`config.mk`:
```
export PLATFORM = sky130hd
export DESIGN_NAME = mi3_queue
export DESIGN_NICKNAME = d
export VERILOG_FILES = /design/src/rtl/mi3_pkg.sv /design/src/rtl/mi3_queue.sv
export SDC_FILE = /design/constraint.sdc
export NUM_CORES = 1
export LEC_CHECK = 0
export ABC_AREA = 1
export CAP_MARGIN = 25
export CORE_MARGIN = 3
export CORE_UTILIZATION = 45
export CTS_CLUSTER_DIAMETER = 50
export CTS_CLUSTER_SIZE = 24
export DETAILED_ROUTE_END_ITERATION = 7
export DONT_BUFFER_PORTS = 1
export SLEW_MARGIN = 0
export SYNTH_ARGS = -nofsm -noshare
export SYNTH_HDL_FRONTEND = slang
export SYNTH_SLANG_ARGS = --single-unit
```
`constraint.sdc`:
```
create_clock -name clk -period 1.6 [get_ports clk]
set_input_delay 0.4 -clock clk [delete_from_list [all_inputs] [get_ports clk]]
set_output_delay 0.4 -clock clk [all_outputs]
set_load 0.05 [all_outputs]
```
`src/rtl/mi3_pkg.sv`:
```
`timescale 1ns / 1ps

package mi3_pkg;

	// element format defaults
	localparam int ELEM_WIDTH  = 32;
	localparam int FRAC_BITS   = 16;
	localparam int FIELD_WIDTH = 32;

	// singularity threshold register
	localparam int THR_WIDTH = 62;
	localparam logic [THR_WIDTH-1:0] THR_RESET = 62'd281474977;

	// entries between front and back
	localparam int QUEUE_DEPTH = 16;

	// transposed cofactor k = m[P]*m[Q] - m[R]*m[S], elements numbered row major
	localparam int CF_P [9] = '{4, 2, 1, 5, 0, 2, 3, 1, 0};
	localparam int CF_Q [9] = '{8, 7, 5, 6, 8, 3, 7, 6, 4};
	localparam int CF_R [9] = '{5, 1, 2, 3, 2, 0, 4, 0, 1};
	localparam int CF_S [9] = '{7, 8, 4, 8, 6, 5, 6, 7, 3};

	// cofactors used for the row 0 expansion of the determinant
	localparam int DET_ADJ [3] = '{0, 3, 6};

	typedef struct packed {
		logic signed [FIELD_WIDTH-1:0] m_r0c0;
		logic signed [FIELD_WIDTH-1:0] m_r0c1;
		logic signed [FIELD_WIDTH-1:0] m_r0c2;
		logic signed [FIELD_WIDTH-1:0] m_r1c0;
		logic signed [FIELD_WIDTH-1:0] m_r1c1;
		logic signed [FIELD_WIDTH-1:0] m_r1c2;
		logic signed [FIELD_WIDTH-1:0] m_r2c0;
		logic signed [FIELD_WIDTH-1:0] m_r2c1;
		logic signed [FIELD_WIDTH-1:0] m_r2c2;
	} mi3_in_t;

	typedef struct packed {
		logic signed [FIELD_WIDTH-1:0] inv_r0c0;
		logic signed [FIELD_WIDTH-1:0] inv_r0c1;
		logic signed [FIELD_WIDTH-1:0] inv_r0c2;
		logic signed [FIELD_WIDTH-1:0] inv_r1c0;
		logic signed [FIELD_WIDTH-1:0] inv_r1c1;
		logic signed [FIELD_WIDTH-1:0] inv_r1c2;
		logic signed [FIELD_WIDTH-1:0] inv_r2c0;
		logic signed [FIELD_WIDTH-1:0] inv_r2c1;
		logic signed [FIELD_WIDTH-1:0] inv_r2c2;
		logic signed [FIELD_WIDTH-1:0] determinant;
		logic                          invertible;
	} mi3_out_t;

endpackage

```
`src/rtl/mi3_queue.sv`:
```
`timescale 1ns / 1ps

module mi3_queue #(
	parameter int WIDTH = 8,
	parameter int DEPTH = mi3_pkg::QUEUE_DEPTH
) (
	input  logic             clk,
	input  logic             arst_n,
	input  logic             push,
	input  logic [WIDTH-1:0] push_data,
	input  logic             pop,
	output logic [WIDTH-1:0] pop_data,
	output logic             empty
);

	localparam int AW = (DEPTH > 1) ? $clog2(DEPTH) : 1;
	localparam int CW = $clog2(DEPTH + 1);

	logic [WIDTH-1:0] mem_q [DEPTH];
	logic [AW-1:0]    wr_ptr_q;
	logic [AW-1:0]    rd_ptr_q;
	logic [CW-1:0]    count_q;
	logic             full;

	assign empty    = (count_q == '0);
	assign full     = (count_q == CW'(DEPTH));
	assign pop_data = mem_q[rd_ptr_q];

	// storage
	always_ff @(posedge clk) begin
		if (push) begin
			mem_q[wr_ptr_q] <= push_data;
		end
	end

	// pointers and fill count
	always_ff @(posedge clk or negedge arst_n) begin
		if (!arst_n) begin
			wr_ptr_q <= '0;
			rd_ptr_q <= '0;
			count_q  <= '0;
		end else begin
			if (push) begin
				wr_ptr_q <= (wr_ptr_q == AW'(DEPTH - 1)) ? '0 : wr_ptr_q + AW'(1);
			end
			if (pop) begin
				rd_ptr_q <= (rd_ptr_q == AW'(DEPTH - 1)) ? '0 : rd_ptr_q + AW'(1);
			end
			case ({push, pop})
				2'b10:   count_q <= count_q + CW'(1);
				2'b01:   count_q <= count_q - CW'(1);
				default: count_q <= count_q;
			endcase
		end
	end

	a_no_overflow: assert property (@(posedge clk) disable iff (!arst_n)
		!(push && full && !pop))
		else $error("queue written while full");

	a_no_underflow: assert property (@(posedge clk) disable iff (!arst_n)
		!(pop && empty))
		else $error("queue read while empty");

endmodule

```
==> results of run 1 <==
==> final cells by class <==
cell class	instances	area share
Multi-Input combinational cell	359	0.241
Timing Repair Buffer	47	0.0630
Tap cell	172	0.0299
Sequential cell	141	0.578
Clock buffer	18	0.0595
Clock inverter	14	0.0134
Inverter	29	0.0151
==> power by group through the flow <==
stage	Sequential [W]	Clock (W)	Combinational, W
after floorplan	0.00468	0	0.00342
after global placement	0.00474	0	0.00457
after detailed placement	0.00476	0	0.00462
after CTS	0.00467	0.00354	0.00483
after global routing	0.00471	0.00372	0.00537
final	0.00467	0.00347	0.00488
==> synth_stat cells (all sizes together) <==
master  number
nor3b        1
o21ai       72
nor3         1
o21bai       1
clkbuf       5
clkinv       3
dfrtp       13
xnor2        1
edfxtp     128
nand3b       1
ha           9
a21oi        1
nand2       87
inv         26
nor2       147
buf         18
nand3       35
xor2         1
nand4        2
==> layout by cell type, fill, tap and decap left out, types with 5 or more instances in the layout <==
cell type / synthesis / final
nor2_1: 146 / 141
edfxtp_1: 128 / 128
nand2_1: 87 / 76
o21ai_0: 59 / 52
buf_4: 3 / 37
nand3_1: 35 / 30
inv_1: 24 / 20
o21ai_1: 13 / 18
clkbuf_16: 0 / 17
dfrtp_1: 13 / 12
nand2_4: 0 / 8
ha_1: 9 / 7
buf_12: 0 / 7
inv_2: 2 / 6
nor2_2: 1 / 6
clkinv_1: 3 / 5
nand3_2: 0 / 5
==> cell families after synthesis <==
group,count (synthesis)
XOR/XNOR,2
buffers and inverters,52
AO/OA/AOI/OAI,74
AND/OR/NAND/NOR,274
adder cells (fa/ha/maj),9
flip-flops,141
==> worst max-delay path, cell delays in order, from the launching register on <==
cell and delay (ns):
dfrtp_2 0.45, inv_2 0.12, buf_12 0.18, buf_4 0.15, o21ai_0 0.08, nand3_1 0.08
nand3_1 0.12, nand2_4 0.18
==> final timing paths <==
path,from,cells after the start,to,slack [ns]
min in group asynchronous,arst_n,1,count_q[1],0.41
setup / recovery,rd_ptr_q[0],7,pop_data[7],-0.59
max in group asynchronous,arst_n,1,rd_ptr_q[0],0.75
setup reg to reg,wr_ptr_q[0],5,mem_q[2][2],0.03
hold reg to reg,wr_ptr_q[3],1,wr_ptr_q[3],0.59
hold / removal,push_data[2],0,mem_q[9][2],0.06
==> registers in the layout (all words and copies together), names as in the netlist <==
name      count
mem_q       128
count_q       5
rd_ptr_q      4
wr_ptr_q      4
==> per-stage QoR <==
stage               instances  utilization  worst slack (ns)  setup TNS, ns
floorplan                 552            -           -0.0201         -0.129
global placement          741        0.512            -0.279          -1.38
detailed placement        741        0.512            -0.241          -1.45
CTS                       777        0.559            -0.619          -4.99
global route              780        0.562            -0.702          -5.76
finish                    780        0.562            -0.594          -4.83
==> per-layer routing <==
layer  global-route usage  vias up
met5                    0        -
met4               0.0868        0
met3               0.0506       21
met2                0.328       83
met1                0.257     1955
li1                     -     1966
==> what timing repair did <==
item                       in CTS  in global routing
hold buffers                    1                  0
setup buffers                   3                  3
pin swaps                       3                  3
setup endpoints to repair       9                 10
hold endpoints to repair       13                  0
resized for setup              21                  6
==> results.toml, run 1 <==
[logic_synthesis]
ys_ff_latch = 141
synth-simple-area-share = 0.181
synthTopCellsByArea = "edfxtp_1 (64%), nor2_1 (9.1%), nand2_1 (5.4%), dfrtp_1 (5.4%), o21ai_0 (4.9%)"
yosysSeqAreaShare = 0.693
synth_nets = 573
yosys.area_share.adder = 0.0187
synthCells = 552
synth_xor_area_frac = 0.00291
synth_cell_types = 25
synth_top_cell_area_share = 0.639
synth.avg_cell_area_um2 = 10.9
synth-warning-count = 0
synth.mux.area_fraction = 0
synth.cell_area_um2 = 6020
yosys.area.top_type = "edfxtp_1"
synth_top_family_by_area = "simple AND/OR/NAND/NOR gates"
synth_compound_area_frac = 0.0619

[routing]
dr_total_vias = 4025
wl_met1_um = 6040
vias_per_cell = 5.16
wl_met2_um = 6880
ant_nets = 0
drtIter0Drc = 279
drc = 0
wire_per_inst_um = 17.6
wl_met3_um = 536
top_layer = "met4"
drt_pass1_iterations = 4
finalWirelength_um = 13800

[power]
leakagePower_nw = 2.73
pwr-share-comb = 0.375
seq_power_share = 0.359
p_per_area_nw_per_um2 = 1810
swShare = 0.381
switching_power_w = 0.00496
clock_power_share = 0.266
worst_ir_drop_vdd_mv = 1.04
intPower_w = 0.00807
total_power_w = 0.0130

[sta]
fin_ws_ns = -0.594
max_freq_ghz = 0.456
post-route-period-util = 1.37
min_period_ns = 2.19
hold_viol = 0
max_slew.worst_pin.slew_ns = 0.603
grt_setup_unrepaired = "yes"
slew_viol_final = 0
fin_skew_ns = 0.0181
setup_viol_count_final = 9
holdWs_ns = 0.0578
max-slew-margin-rel = 0.596

[clock_tree]
clock_path_buffers = 2
insertion_delay_ns = 0.43
cts.sinks = 141
cts_root_buffer = "clkbuf_16"
ctsHtreeMaxLevel = 4
cts_tree = "yes"
path_clk_slew_ns = 0.06
cts_made_buffers = 17

[flow_run]
drv_cap = 0

[floorplanning]
coreArea_um2 = 12800
num_rows = 41
die_y_um = 122
initial_core_util = 0.469
io_pins = 21
die-area_um2 = 14800
chipWidth_um = 122

[global_route]
antenna_found_initial = 1
grt_max_degree = 36
first_global_vias = 4009
grt_util_all_layers = 0.201
grt_pass1_wl_um = 21700
grt-ovfl-total = 0

[worst_setup_path]
crit_path_end_kind = "primary output"
critical_path_required_ns = 1.20
critPathKind = "register to primary output"
worstPathArrival_ns = 1.79
path_max_fanout = 29
worst_setup_path_start_kind = "register"

[placement]
placed_cell_area_um2 = 6570
port_buffers = 0
dp_hpwl_um = 9100
place_congestion = 0.825

[run_status]
status = "complete, but fails checks"
violations = "negative setup slack"

[finish]
final_nets = 616
n_antenna_cell = 0
drive_gt1_frac = 0.181
final_area_um2 = 7210
area_growth_pct = 19.8
regArea_um2 = 4170
fill_cells = 1122
multiInputGateArea_um2 = 1740

[hold_path]
hp-class = "input port to register"
Note: power is estimated with default switching activity, not from simulation.
==> run 2: changes to the inputs <==
Settings changed: CELL_PAD_IN_SITES_DETAIL_PLACEMENT set to 1, CELL_PAD_IN_SITES_GLOBAL_PLACEMENT set to 1, PLACE_DENSITY set to 0.86.
==> results.toml, run 2 (synthesis gave the netlist of run 1 again) <==
[finish]
area_growth_pct = 22.6
top_register = "mem_q"
largest_register_ffs = 128
drive_gt1_frac = 0.196
final_cell_mix = "nor2_1 (135), edfxtp_1 (128), nand2_1 (76)"
final_area_um2 = 7380
largest_registers = "mem_q: 128 flops, count_q: 5 flops"
n_antenna_cell = 0
final_nets = 611
final_common_cell = "nor2_1"

[sta]
setup_viol_count_final = 10
fin_skew_ns = 0.00981
slew_viol_final = 0
max_freq_ghz = 0.425
hold_viol = 0
max-slew-margin-rel = 0.526
min_period_ns = 2.35
setup-tns-final_ns = -6.00
post-route-period-util = 1.47
max_slew.worst_pin.slew_ns = 0.708
fin_ws_ns = -0.754
grt_setup_unrepaired = "yes"

[floorplanning]
initial_core_util = 0.469
io_pins = 21
chipWidth_um = 122
num_rows = 41
die-area_um2 = 14800
die_y_um = 122
coreArea_um2 = 12800

[clock_tree]
cts_tree = "yes"
cts_root_buffer = "clkbuf_16"
clock_path_buffers = 2
cts_made_buffers = 17
insertion_delay_ns = 0.43
ctsHtreeMaxLevel = 4
cts.sinks = 141
path_clk_slew_ns = 0.06

[placement]
dp_hpwl_um = 10900
port_buffers = 0
pre_cts_ws_ns = -0.196
placed_cell_area_um2 = 6540
place_congestion = 0.805

[worst_setup_path]
critPathKind = "register to primary output"
worst_setup_path_start_kind = "register"
worstPathArrival_ns = 1.95
path_max_fanout = 20
critical_path_required_ns = 1.20
crit_path_end_kind = "primary output"

[power]
clock_power_share = 0.281
total_power_w = 0.0143
pwr-share-comb = 0.388
intPower_w = 0.00863
seq_power_share = 0.330
p_per_area_nw_per_um2 = 1930
switching_power_w = 0.00563
worst_ir_drop_vdd_mv = 0.854
leakagePower_nw = 2.76
swShare = 0.395

[routing]
wire_per_inst_um = 23.4
finalWirelength_um = 18100
ant_nets = 0
drtIter0Drc = 463
drc = 0
dr_total_vias = 4396
vias_per_cell = 5.67
drt_pass1_iterations = 5

[global_route]
antenna_found_initial = 0
grt_max_degree = 34
first_global_vias = 4806
grt_util_all_layers = 0.252
grt-ovfl-total = 0
grt_pass1_wl_um = 27200

[run_status]
violations = "negative setup slack"
status = "complete, but fails checks"

[flow_run]
drv_cap = 0

[hold_path]
hp-class = "input port to register"
## run 2: final timing paths
path                         startpoint      endpoint  slack, ns  cells after the start
setup / recovery            rd_ptr_q[0]   pop_data[3]      -0.75                      8
hold / removal             push_data[5]  mem_q[10][5]       0.06                      0
setup reg to reg            rd_ptr_q[0]   rd_ptr_q[3]      -0.03                      8
hold reg to reg              count_q[4]    count_q[4]       0.58                      2
max in group asynchronous        arst_n   rd_ptr_q[0]       0.65                      1
min in group asynchronous        arst_n   rd_ptr_q[1]       0.46                      1
## run 2: cell type report
class | count | area (um^2)
Clock buffer | 18 | 429
Timing Repair Buffer | 42 | 467
Sequential cell | 141 | 4170
Multi-Input combinational cell | 359 | 1810
Fill cell | 1342 | 5450
Tap cell | 172 | 215
Inverter | 29 | 113
Clock inverter | 14 | 170
## run 2: metrics by stage
stage	instances	util	hold slack, ns
CTS	774	0.563	0.0493
global route	775	0.575	0.0446
floorplan	552	-	0.104
global placement	736	0.510	0.105
detailed placement	736	0.510	0.105
finish	775	0.575	0.0599
## run 2: per-layer routing
| layer | track usage | vias up | share of wire |
|---|---|---|---|
| met5 | 0 | - | 0 |
| met4 | 0.124 | 0 | 0.034 |
| met3 | 0.0590 | 45 | 0.051 |
| met2 | 0.450 | 158 | 0.54 |
| met1 | 0.283 | 2242 | 0.38 |
| li1 | - | 1951 | - |
## run 2: worst max-delay path, cell delays in order (launching register included)
cell	delay (ns)
dfrtp_2	0.47
inv_2	0.14
buf_12	0.18
o21ai_0	0.23
nand2_1	0.13
nand2_1	0.09
nand2_1	0.07
inv_1	0.09
nand2_4	0.12
## run 2: what timing repair did
item | in CTS | in global routing
buffers inserted | 4 | 1
endpoints found under the setup margin | 9 | 35
gates resized for setup | 13 | 36
hold buffers | 1 | 0
pin swaps | 3 | 7
endpoints found under the hold margin | 13 | 0
cloned | 1 | 1
## run 2: power groups by stage
stage	clock [W]	combinational, W	sequential, W
floorplan	0	0.00342	0.00468
global placement	0	0.00448	0.00473
detailed placement	0	0.00478	0.00476
CTS	0.00404	0.00511	0.00469
global route	0.00420	0.00596	0.00474
finish	0.00401	0.00554	0.00471
